===== config.mk =====
export PLATFORM = sky130hd
export DESIGN_NAME = rotary_encoder_key_decoder
export DESIGN_NICKNAME = d
export VERILOG_FILES = /design/src/hdl/rekd_pkg.sv /design/src/hdl/rotary_encoder_key_decoder.sv
export SDC_FILE = /design/constraint.sdc
export NUM_CORES = 1
export LEC_CHECK = 0
export ABC_AREA = 1
export BUFFER_PORTS_ARGS = -buffer_cell sky130_fd_sc_hd__buf_2
export CAP_MARGIN = 20
export CORE_MARGIN = 10
export CORE_UTILIZATION = 55
export DETAILED_ROUTE_END_ITERATION = 10
export GPL_TIMING_DRIVEN = 0
export PLACE_DENSITY_LB_ADDON = 0.25
export SLEW_MARGIN = 20
export SYNTH_ARGS = -nofsm -noshare
export SYNTH_HDL_FRONTEND = slang
export SYNTH_SLANG_ARGS = --single-unit

===== constraint.sdc =====
create_clock -name clk -period 3.2 [get_ports clk]
set_input_delay 0 -clock clk [delete_from_list [all_inputs] [get_ports clk]]
set_output_delay 0 -clock clk [all_outputs]
set_load 0.02 [all_outputs]

===== src/hdl/rekd_pkg.sv =====
// ----------------------------------------------------------------------------
// rekd_pkg
// Shared widths, codes and types of the rotary encoder and key decoder.
// ----------------------------------------------------------------------------
package rekd_pkg;

  // Width of the wrapping rotation counter.
  localparam int COUNT_WIDTH = 16;
  // Width over which tick differences wrap.
  localparam int TICK_WIDTH = 32;

  // Payload widths on the ports.
  localparam int NOW_WIDTH     = 32;
  localparam int THRESH_WIDTH  = 16;
  localparam int POS_WIDTH     = 16;
  localparam int IN_DATA_WIDTH = 40;
  localparam int OUT_DATA_WIDTH = 24;
  localparam int ADDR_WIDTH    = 4;
  localparam int REG_WIDTH     = 32;

  // Configuration register indexes (byte address / 4).
  localparam logic [1:0] REG_DIRECTION  = 2'd0;
  localparam logic [1:0] REG_LONG_PRESS = 2'd1;
  localparam logic [1:0] REG_MIN_PRESS  = 2'd2;

  // Register reset values.
  localparam logic [THRESH_WIDTH-1:0] LONG_PRESS_RESET = THRESH_WIDTH'(100);
  localparam logic [THRESH_WIDTH-1:0] MIN_PRESS_RESET  = THRESH_WIDTH'(10);

  // Event kinds carried in tuser.
  typedef enum logic [1:0] {
    OP_EDGE = 2'd0,
    OP_KEY  = 2'd1,
    OP_READ = 2'd2
  } op_t;

  // Rotation seen since the last read.
  typedef enum logic [1:0] {
    ROT_NONE = 2'd0,
    ROT_UP   = 2'd1,
    ROT_DOWN = 2'd2
  } rot_t;

  // Key machine, one-hot.
  typedef enum logic [3:0] {
    KEY_IDLE    = 4'b0001,
    KEY_PRESSED = 4'b0010,
    KEY_SHORT   = 4'b0100,
    KEY_LONG    = 4'b1000
  } key_state_t;

  // Key phase codes as reported on the result.
  localparam logic [1:0] PHASE_IDLE    = 2'd0;
  localparam logic [1:0] PHASE_PRESSED = 2'd1;
  localparam logic [1:0] PHASE_SHORT   = 2'd2;
  localparam logic [1:0] PHASE_LONG    = 2'd3;

  // Base values of the combined code for each key phase.
  localparam logic [3:0] COMB_BASE_NONE  = 4'd0;
  localparam logic [3:0] COMB_BASE_SHORT = 4'd3;
  localparam logic [3:0] COMB_BASE_LONG  = 4'd6;
  localparam logic [3:0] COMB_OFS_UP     = 4'd1;
  localparam logic [3:0] COMB_OFS_DOWN   = 4'd2;

endpackage


===== src/hdl/rotary_encoder_key_decoder.sv =====
// ----------------------------------------------------------------------------
// rotary_encoder_key_decoder
// Each accepted item's result is loaded into the output register.
// Throughput: one item per cycle unless m_tready stalls the output; the output register frees while it is taken.
// Each item is decoded in one pass of short logic from the port to the state.
// Reset (synchronous, active high) clears the decoder state and the output valid flag and loads register defaults.
// ----------------------------------------------------------------------------
module rotary_encoder_key_decoder (
  input  logic                                clk,
  input  logic                                rst,
  // Event item input.
  input  logic                                s_tvalid,
  output logic                                s_tready,
  // s_tdata: a_level[0], b_level[1], key_level[2], now_tick[34:3], zero[39:35]
  input  logic [rekd_pkg::IN_DATA_WIDTH-1:0]  s_tdata,
  // s_tuser: op[1:0]
  input  logic [1:0]                          s_tuser,
  // Result item output.
  output logic                                m_tvalid,
  input  logic                                m_tready,
  // m_tdata: combined_state[3:0], position[19:4], key_phase[21:20], zero[23:22]
  output logic [rekd_pkg::OUT_DATA_WIDTH-1:0] m_tdata,
  // Configuration port.
  input  logic                                psel,
  input  logic                                penable,
  input  logic                                pwrite,
  input  logic [rekd_pkg::ADDR_WIDTH-1:0]     paddr,
  input  logic [rekd_pkg::REG_WIDTH-1:0]      pwdata,
  output logic [rekd_pkg::REG_WIDTH-1:0]      prdata,
  output logic                                pready
);
  import rekd_pkg::*;

  // Configuration registers.
  logic                    direction;
  logic [THRESH_WIDTH-1:0] long_press_ticks;
  logic [THRESH_WIDTH-1:0] min_press_ticks;

  // Decoder state.
  logic                   capture_pending, capture_pending_next;
  logic                   latched_b, latched_b_next;
  logic [COUNT_WIDTH-1:0] counter, counter_next;
  rot_t                   pending_rotation, pending_rotation_next;
  key_state_t             key_machine, key_machine_next;
  logic [TICK_WIDTH-1:0]  press_start_tick, press_start_tick_next;
  logic [3:0]             last_combined, last_combined_next;

  // Unpacked input fields.
  op_t                    op;
  logic                   a_level;
  logic                   b_level;
  logic                   key_level;
  logic [NOW_WIDTH-1:0]   now_tick;
  logic [TICK_WIDTH-1:0]  now_t;
  logic [TICK_WIDTH-1:0]  held;
  logic                   held_long;
  logic                   held_min;
  logic                   step_up;
  logic                   step_dn;
  logic                   in_accept;
  logic                   cfg_write;
  logic [1:0]             reg_index;
  logic [3:0]             comb_base;
  logic [31:0]            pos_ext;
  logic [1:0]             key_phase_next;

  // Output register.
  logic [3:0]             out_combined;
  logic [POS_WIDTH-1:0]   out_position;
  logic [1:0]             out_phase;

  assign op        = op_t'(s_tuser);
  assign a_level   = s_tdata[0];
  assign b_level   = s_tdata[1];
  assign key_level = s_tdata[2];
  assign now_tick  = s_tdata[NOW_WIDTH+2:3];
  assign now_t     = now_tick[TICK_WIDTH-1:0];

  // The input is taken whenever the output register is empty or being drained.
  assign s_tready  = ~m_tvalid | m_tready;
  assign in_accept = s_tvalid & s_tready;

  // Held time wraps over the tick width; thresholds compare at a common width.
  assign held      = now_t - press_start_tick;
  assign held_long = 32'(held) >= 32'(long_press_ticks);
  assign held_min  = 32'(held) >= 32'(min_press_ticks);

  // Quadrature step decision on a finished capture.
  assign step_up = (latched_b & ~b_level & ~direction) | (~latched_b & b_level & direction);
  assign step_dn = (latched_b & ~b_level & direction) | (~latched_b & b_level & ~direction);

  // Next state for one event.
  always_comb begin
    capture_pending_next  = capture_pending;
    latched_b_next        = latched_b;
    counter_next          = counter;
    pending_rotation_next = pending_rotation;
    key_machine_next      = key_machine;
    press_start_tick_next = press_start_tick;
    last_combined_next    = last_combined;
    comb_base             = COMB_BASE_NONE;
    unique case (op)
      OP_EDGE: begin
        if (!a_level && !capture_pending) begin
          capture_pending_next = 1'b1;
          latched_b_next       = b_level;
        end else if (a_level && capture_pending) begin
          capture_pending_next = 1'b0;
          if (step_up) begin
            counter_next          = counter + COUNT_WIDTH'(1);
            pending_rotation_next = ROT_UP;
          end else if (step_dn) begin
            counter_next          = counter - COUNT_WIDTH'(1);
            pending_rotation_next = ROT_DOWN;
          end
        end
      end
      OP_KEY: begin
        if (!key_level) begin
          // Key held down.
          if (key_machine == KEY_IDLE) begin
            key_machine_next      = KEY_PRESSED;
            press_start_tick_next = now_t;
          end else if (key_machine == KEY_PRESSED && held_long) begin
            key_machine_next = KEY_LONG;
          end
        end else begin
          // Key released.
          if (key_machine == KEY_PRESSED) begin
            if (held_long) begin
              key_machine_next = KEY_LONG;
            end else if (held_min) begin
              key_machine_next = KEY_SHORT;
            end
          end else begin
            key_machine_next      = KEY_IDLE;
            press_start_tick_next = now_t;
          end
        end
      end
      OP_READ: begin
        pending_rotation_next = ROT_NONE;
        if (key_machine == KEY_SHORT) begin
          comb_base = COMB_BASE_SHORT;
        end else if (key_machine == KEY_LONG) begin
          comb_base = COMB_BASE_LONG;
        end
        unique case (pending_rotation)
          ROT_UP:   last_combined_next = comb_base + COMB_OFS_UP;
          ROT_DOWN: last_combined_next = comb_base + COMB_OFS_DOWN;
          default:  last_combined_next = comb_base;
        endcase
      end
      default: begin
        // Unused event kind: nothing changes.
      end
    endcase
  end

  // Result fields formed from the state after the event.
  assign pos_ext = 32'(signed'(counter_next));

  always_comb begin
    unique case (key_machine_next)
      KEY_PRESSED: key_phase_next = PHASE_PRESSED;
      KEY_SHORT:   key_phase_next = PHASE_SHORT;
      KEY_LONG:    key_phase_next = PHASE_LONG;
      default:     key_phase_next = PHASE_IDLE;
    endcase
  end

  // Decoder state registers.
  always_ff @(posedge clk) begin
    if (rst) begin
      capture_pending  <= 1'b0;
      latched_b        <= 1'b0;
      counter          <= '0;
      pending_rotation <= ROT_NONE;
      key_machine      <= KEY_IDLE;
      press_start_tick <= '0;
      last_combined    <= COMB_BASE_NONE;
    end else if (in_accept) begin
      capture_pending  <= capture_pending_next;
      latched_b        <= latched_b_next;
      counter          <= counter_next;
      pending_rotation <= pending_rotation_next;
      key_machine      <= key_machine_next;
      press_start_tick <= press_start_tick_next;
      last_combined    <= last_combined_next;
    end
  end

  // Output register: valid flag under reset, payload loaded on accept.
  always_ff @(posedge clk) begin
    if (rst) begin
      m_tvalid <= 1'b0;
    end else if (in_accept) begin
      m_tvalid <= 1'b1;
    end else if (m_tready) begin
      m_tvalid <= 1'b0;
    end
  end

  always_ff @(posedge clk) begin
    if (in_accept) begin
      out_combined <= last_combined_next;
      out_position <= pos_ext[POS_WIDTH-1:0];
      out_phase    <= key_phase_next;
    end
  end

  assign m_tdata = {2'b00, out_phase, out_position, out_combined};

  // Configuration port: writes complete in the access cycle.
  assign pready    = 1'b1;
  assign reg_index = paddr[3:2];
  assign cfg_write = psel & penable & pwrite & pready;

  always_ff @(posedge clk) begin
    if (rst) begin
      direction        <= 1'b0;
      long_press_ticks <= LONG_PRESS_RESET;
      min_press_ticks  <= MIN_PRESS_RESET;
    end else if (cfg_write) begin
      unique case (reg_index)
        REG_DIRECTION:  direction        <= pwdata[0];
        REG_LONG_PRESS: long_press_ticks <= pwdata[THRESH_WIDTH-1:0];
        REG_MIN_PRESS:  min_press_ticks  <= pwdata[THRESH_WIDTH-1:0];
        default: begin
          // Writes beyond the register list are dropped.
        end
      endcase
    end
  end

  // Register read back.
  always_comb begin
    unique case (reg_index)
      REG_DIRECTION:  prdata = {31'd0, direction};
      REG_LONG_PRESS: prdata = REG_WIDTH'(long_press_ticks);
      REG_MIN_PRESS:  prdata = REG_WIDTH'(min_press_ticks);
      default:        prdata = '0;
    endcase
  end

endmodule


# Yosys cells after proc, flatten, opt, wreduce, memory -nomap -nowiden
# Index checks and enable logic that the tools add are counted.
totals:
  regBits: 116
  output_inout_bits: 59
  elab_cells: 103
op_classes:
  addsub: 5
  n_lt_le_gt_ge: 2
  n_eq_ne: 17
  n_mux: 31
  n_bitwise: 16
  n_reduce_logical: 18
op_table:
  columns: ["operator", "n"]
  rows:
  - ["two-way mux 32 bit", 3]
  - ["two-way mux 16 bit", 5]
  - ["greater-or-equal comparator 32 x 16 -> 1 bit", 2]
  - ["one-hot mux 16 bit (3 select lines)", 1]
  - ["two-way mux 4 bit", 9]
  - ["subtractor 32 bit", 1]
  - ["adder 16 x 1 -> 16 bit (second input constant)", 1]
  - ["subtractor 16 x 1 -> 16 bit (second input constant)", 1]
  - ["AND 1 bit", 9]
  - ["== test 4 x 2 -> 1 bit (second input constant)", 2]
  - ["== test 4 x 3 -> 1 bit (second input constant)", 2]
  - ["== test 4 bit (second input constant)", 2]
  - ["two-way mux 2 bit", 4]
  - ["one-hot mux 4 bit (2 select lines)", 1]
  - ["nonzero test 2 bit", 4]
  - ["== test 2 x 1 -> 1 bit (second input constant)", 3]
  - ["== test 2 bit (second input constant)", 3]
  - ["two-way mux 3 bit", 2]
  - ["inequality test 2 bit (second input constant)", 3]
  - ["one-hot mux 2 bit (3 select lines)", 1]
  - ["AND reduction 2 bit", 3]
  - ["AND reduction 3 bit", 2]
  - ["AND reduction 5 bit", 1]
  - ["adder 4 x 1 -> 4 bit (second input constant)", 1]
  - ["11 further kinds", 23]

# Depth between registers and ports, before layout
depth:
  depth_word: 9
  mapped_depth: 27
  mapped_depth_nobuf: 27

# Worst setup path after synthesis
# No wires, ideal clock.
synth_timing:
  path_kind: "flip-flop to flip-flop"
  from: "register press_start_tick[0]"
  to: "register out_phase[0] (data pin)"
  setup_ps: 252
  arrival_time_ps: 2662
  slack_ps: 286
  stages_incl_launch_ff: 22
  path_buffers: 0
  period_less_slack_ps: 2914
  path_cell_list: "dfxtp_1 ha_1 fa_1 inv_1 nand2_1 nand3_1 xor2_1 ha_1 nand2_1 nor2_1 a211oi_1 o21ai_0 nand2_1 nand2_1 a21oi_1 nand3_2 o21ai_1 nand2_1 inv_2 nor2_1 nand2_1 nand2_1"
synth_via:
  elab_chain_len: 9
  word_cells_on_any_way: 15
  classes_between: "add/sub: 1; order compare: 2; eq/ne: 3; mux: 8; reduce/logical: 1"
synth_lines:
  columns: ["item", "line", "rtl"]
  rows:
  - ["from (decl)", "rotary_encoder_key_decoder.sv:45", "logic [TICK_WIDTH-1:0] press_start_tick, press_start_tick_next;"]
  - ["from (signal assigned)", "rotary_encoder_key_decoder.sv:188", "press_start_tick <= press_start_tick_next;"]
  - ["subtractor 32 bit (*)", "rotary_encoder_key_decoder.sv:84", "assign held = now_t - press_start_tick;"]
  - ["greater-or-equal comparator 32 x 16 -> 1 bit (on tied branches)", "rotary_encoder_key_decoder.sv:86, rotary_encoder_key_decoder.sv:85", null]
  - ["two-way mux 4 bit or logical AND 1 bit (tied branches)", "rotary_encoder_key_decoder.sv:132, rotary_encoder_key_decoder.sv:124", null]
  - ["two-way mux 4 bit (on tied branches)", "rotary_encoder_key_decoder.sv:130, rotary_encoder_key_decoder.sv:124", null]
  - ["two-way mux 4 bit (on tied branches)", "rotary_encoder_key_decoder.sv:129, rotary_encoder_key_decoder.sv:121", null]
  - ["two-way mux 4 bit (*)", "rotary_encoder_key_decoder.sv:119", "if (!key_level) begin"]
  - ["two-way mux 4 bit (*)", "rotary_encoder_key_decoder.sv:102", "unique case (op)"]
  - ["== test 4 bit, or another cell as far along", "rotary_encoder_key_decoder.sv:164", "unique case (key_machine_next)"]
  - ["one-hot mux 2 bit (3 select lines) (*)", "rotary_encoder_key_decoder.sv:164", null]
  - ["via key_phase_next[0]", "rotary_encoder_key_decoder.sv:65", "logic [1:0] key_phase_next;"]
  - ["to (signal assigned)", "rotary_encoder_key_decoder.sv:208", "out_phase <= key_phase_next;"]
  - ["to (decl)", "rotary_encoder_key_decoder.sv:70", "logic [1:0] out_phase;"]
# The timed path passes the listed nets; every way through them passes the cells marked *.
# A chain may end at the register's enable or synchronous reset.

# Worst setup path in the final report
layout_timing:
  from: "register press_start_tick[11]"
  to: "register out_phase[1] (data pin)"
# Same word-level chain as after synthesis.

==> metrics.csv <==
metric,value,unit
vias,9415,
CP endpoint kind,flop,
maximum root-to-sink buffer count,2,
NetSw,1680,µW
row count,45,
crit path DAT,3.58,ns
"commonest non-fill, non-tap cell in the layout",nand2_1,
TritonCTS clock tree,done,
YS warnings,0,
sequential power share,0.315,
final setup vio count,4,
power density cells,457,nW/µm²
post-route ant nets,0,
CP Launch Type,flop,
max-cap check violation count,0,
Core ar.,15300,µm²
Reg2Reg Setup Slack,-0.19,ns
min cycle time layout,3.39,ns
Leak,0.00548,µW
final wirelength,27100,µm
HPWL Detailed,18200,µm
total power,5100,µW
R2R depth,22,
Synth Area per Inst,6.51,µm²
ant diodes,0,
Comb power frac,0.282,
Hold Path Cell Cnt,4,
GRT Total Usage,0.232,
Yosys cell types,47,
status,finished with violations,
Hold Path Origin,s_tuser[0],
worst setup margin,-0.189,ns
RSZ-0062 raised after global routing,true,
Worst slew margin,0.500,
layout cell share with drive strength beyond 1,0.179,
crit path max fanout,4,
power share of the clock group,0.403,
Initial Utilization,0.563,
most frequent cells in the layout,"nand2_1, inv_1, a21oi_1",
Clock Latency Late Sink,0.44,ns
top cell type's share of synthesized area,0.219,
failing checks,negative setup slack,
largest net degree at the start of global routing,32,
Post-Syn Instances,1320,
CTS Buf Count,17,
DIE HEIGHT,145,µm
synth top area cells,"dfxtp_1, nand2_1, inv_1",
Final nets,1680,
Worst IR Drop VDD,0.423,mV
Die W,145,µm
Inst Count DP,1648,
DR pass1 iterations,8,
slew of the pin with the lowest slew margin,0.750,ns
Setup Skew,0.0104,ns
"Primary FF master, synth",dfxtp_1,
H-tree lvl count,4,
hold crit path type,input pin to flop,
IO Pins,144,
Worst Setup Path Type,flop to flop,
Fin Setup TNS,-0.405,ns
fin cells,1749,
drt first-iter violations,935,
Wirelength per Cell,15.5,µm
GP Congestion,0.996,
root buffer cell,clkbuf_16,
"Reg clk slew, reported paths",0.06,ns
Area Growth Syn to Fin,30.0,%
number of global-route vias before repair,8724,
Final period util,1.06,
CTS sink count,116,
post-detailed-route DRC marker count,0,
global route total overflow,0,
mapped cell area,8590,µm²
Worst R2R End,out_phase[1],
asr flop ratio synth,0,
Synth area leader,dfxtp_1,
worst endpoint required time,3.39,ns
Slew Limit Fails,0,
full die area,21000,µm²
initial antenna violation count,0,
count of final hold-check violations,0,
internal power,3420,µW
switching share of power,0.329,
reg2reg start,press_start_tick[11],
number of synthesized flops with an enable pin,22,
DR vias/cell,5.38,
Fmax,0.295,GHz
# port buffers,100,
#FFs+latches synth,116,
first-pass GRT wire length,41100,µm
Hold Path End,pending_rotation[0],
"Seq/Total Area, Yosys",0.296,
## worst max-delay path, stage by stage (launching register included)
cell,delay [ns]
dfxtp_1,0.31
inv_1,0.06
ha_2,0.41
nand2_2,0.14
inv_1,0.09
nand2_1,0.13
nand2_1,0.14
inv_1,0.06
nand2_1,0.12
inv_1,0.08
nand2_2,0.10
xor2_2,0.19
ha_1,0.27
a21oi_1,0.15
o21ai_0,0.12
a21oi_2,0.16
nand3_2,0.13
nand2_2,0.10
o211ai_1,0.11
nand2_1,0.12
nand2_1,0.05
nand2_1,0.05
nor2_1,0.04
## layer usage
metal / up-vias / wire (µm) / GRT usage
li1: 4558 / - / -
met1: 4315 / 10900 / 0.272
met2: 430 / 13200 / 0.405
met3: 112 / 1920 / 0.0450
met4: 0 / 1070 / 0.0909
met5: - / 0 / 0
## synthesized netlist by cell type (12+ instances only)
| cell | count |
|---|---|
| nor2_1 | 93 |
| dfxtp_1 | 94 |
| o21ai_0 | 100 |
| buf_4 | 20 |
| nand3_1 | 47 |
| o22ai_1 | 17 |
| ha_1 | 69 |
| xor2_1 | 28 |
| inv_1 | 265 |
| nor3_1 | 16 |
| a21oi_1 | 118 |
| nand2_1 | 308 |
| edfxtp_1 | 22 |
| clkbuf_1 | 29 |
| nand2_2 | 12 |
## power by group through the flow
stage | registers [µW] | clock network [µW] | logic, µW
after detailed placement | 1640 | 0 | 1140
final | 1610 | 2050 | 1440
after global placement | 1630 | 0 | 1110
after global routing | 1620 | 2120 | 1580
after CTS | 1610 | 2040 | 1260
after floorplan | 1660 | 0 | 809
## what timing repair did
action                                  CTS  global route
hold endpoints to repair                 67             0
cloned                                    0             0
hold buffers                             52             0
pin swaps                                 9            21
buffers inserted                          6            11
resized for setup                        38            56
endpoints found under the setup margin    5             5
## worst max-delay path by stage
stage / cells past startpoint / start / end
global route: 22 / press_start_tick[11] / out_phase[0]
detailed placement: 21 / press_start_tick[0] / out_phase[1]
finish: 22 / press_start_tick[11] / out_phase[1]
floorplan: 21 / press_start_tick[0] / out_phase[0]
global placement: 21 / press_start_tick[0] / out_phase[1]
CTS: 21 / press_start_tick[0] / out_phase[0]
## area by class of cell
cell class,count,area [µm²]
sequential,116,2540
clock buffer,19,433
buffer,49,260
timing repair buffer,169,1150
tap,211,264
multi-input combinational,900,5310
clock inverter,13,180
fill,1231,4090
inverter,272,1020
## cells by family after synthesis
| kind of cell | share of synthesized area |
|---|---|
| simple gates | 0.252 |
| xor+xnor | 0.0306 |
| other cells | 0.000874 |
| flops | 0.296 |
| fa+ha+maj | 0.103 |
| buf+inv | 0.149 |
| compound gates | 0.169 |
## state kept, by name, indices dropped and copies added, names as in the netlist, 4 cells and up
signal,flops
out_combined,4
long_press_ticks,16
key_machine,4
out_position,16
press_start_tick,32
last_combined,4
counter,16
min_press_ticks,16
## stage by stage
step           instance area [µm²]  hold slack (ns)  utilization  worst slack (ns)
2_1_floorplan                 8650            0.130            -             0.286
3_5_place_dp                  9420            0.239        0.617            -0.378
6_report                     11200           0.0176        0.732            -0.189
3_3_place_gp                  9420            0.234        0.617            -0.353
5_1_grt                      11200           0.0473        0.732            -0.295
4_1_cts                      10800           0.0117        0.708           0.00220
Note: power is estimated with default switching activity, not from simulation.
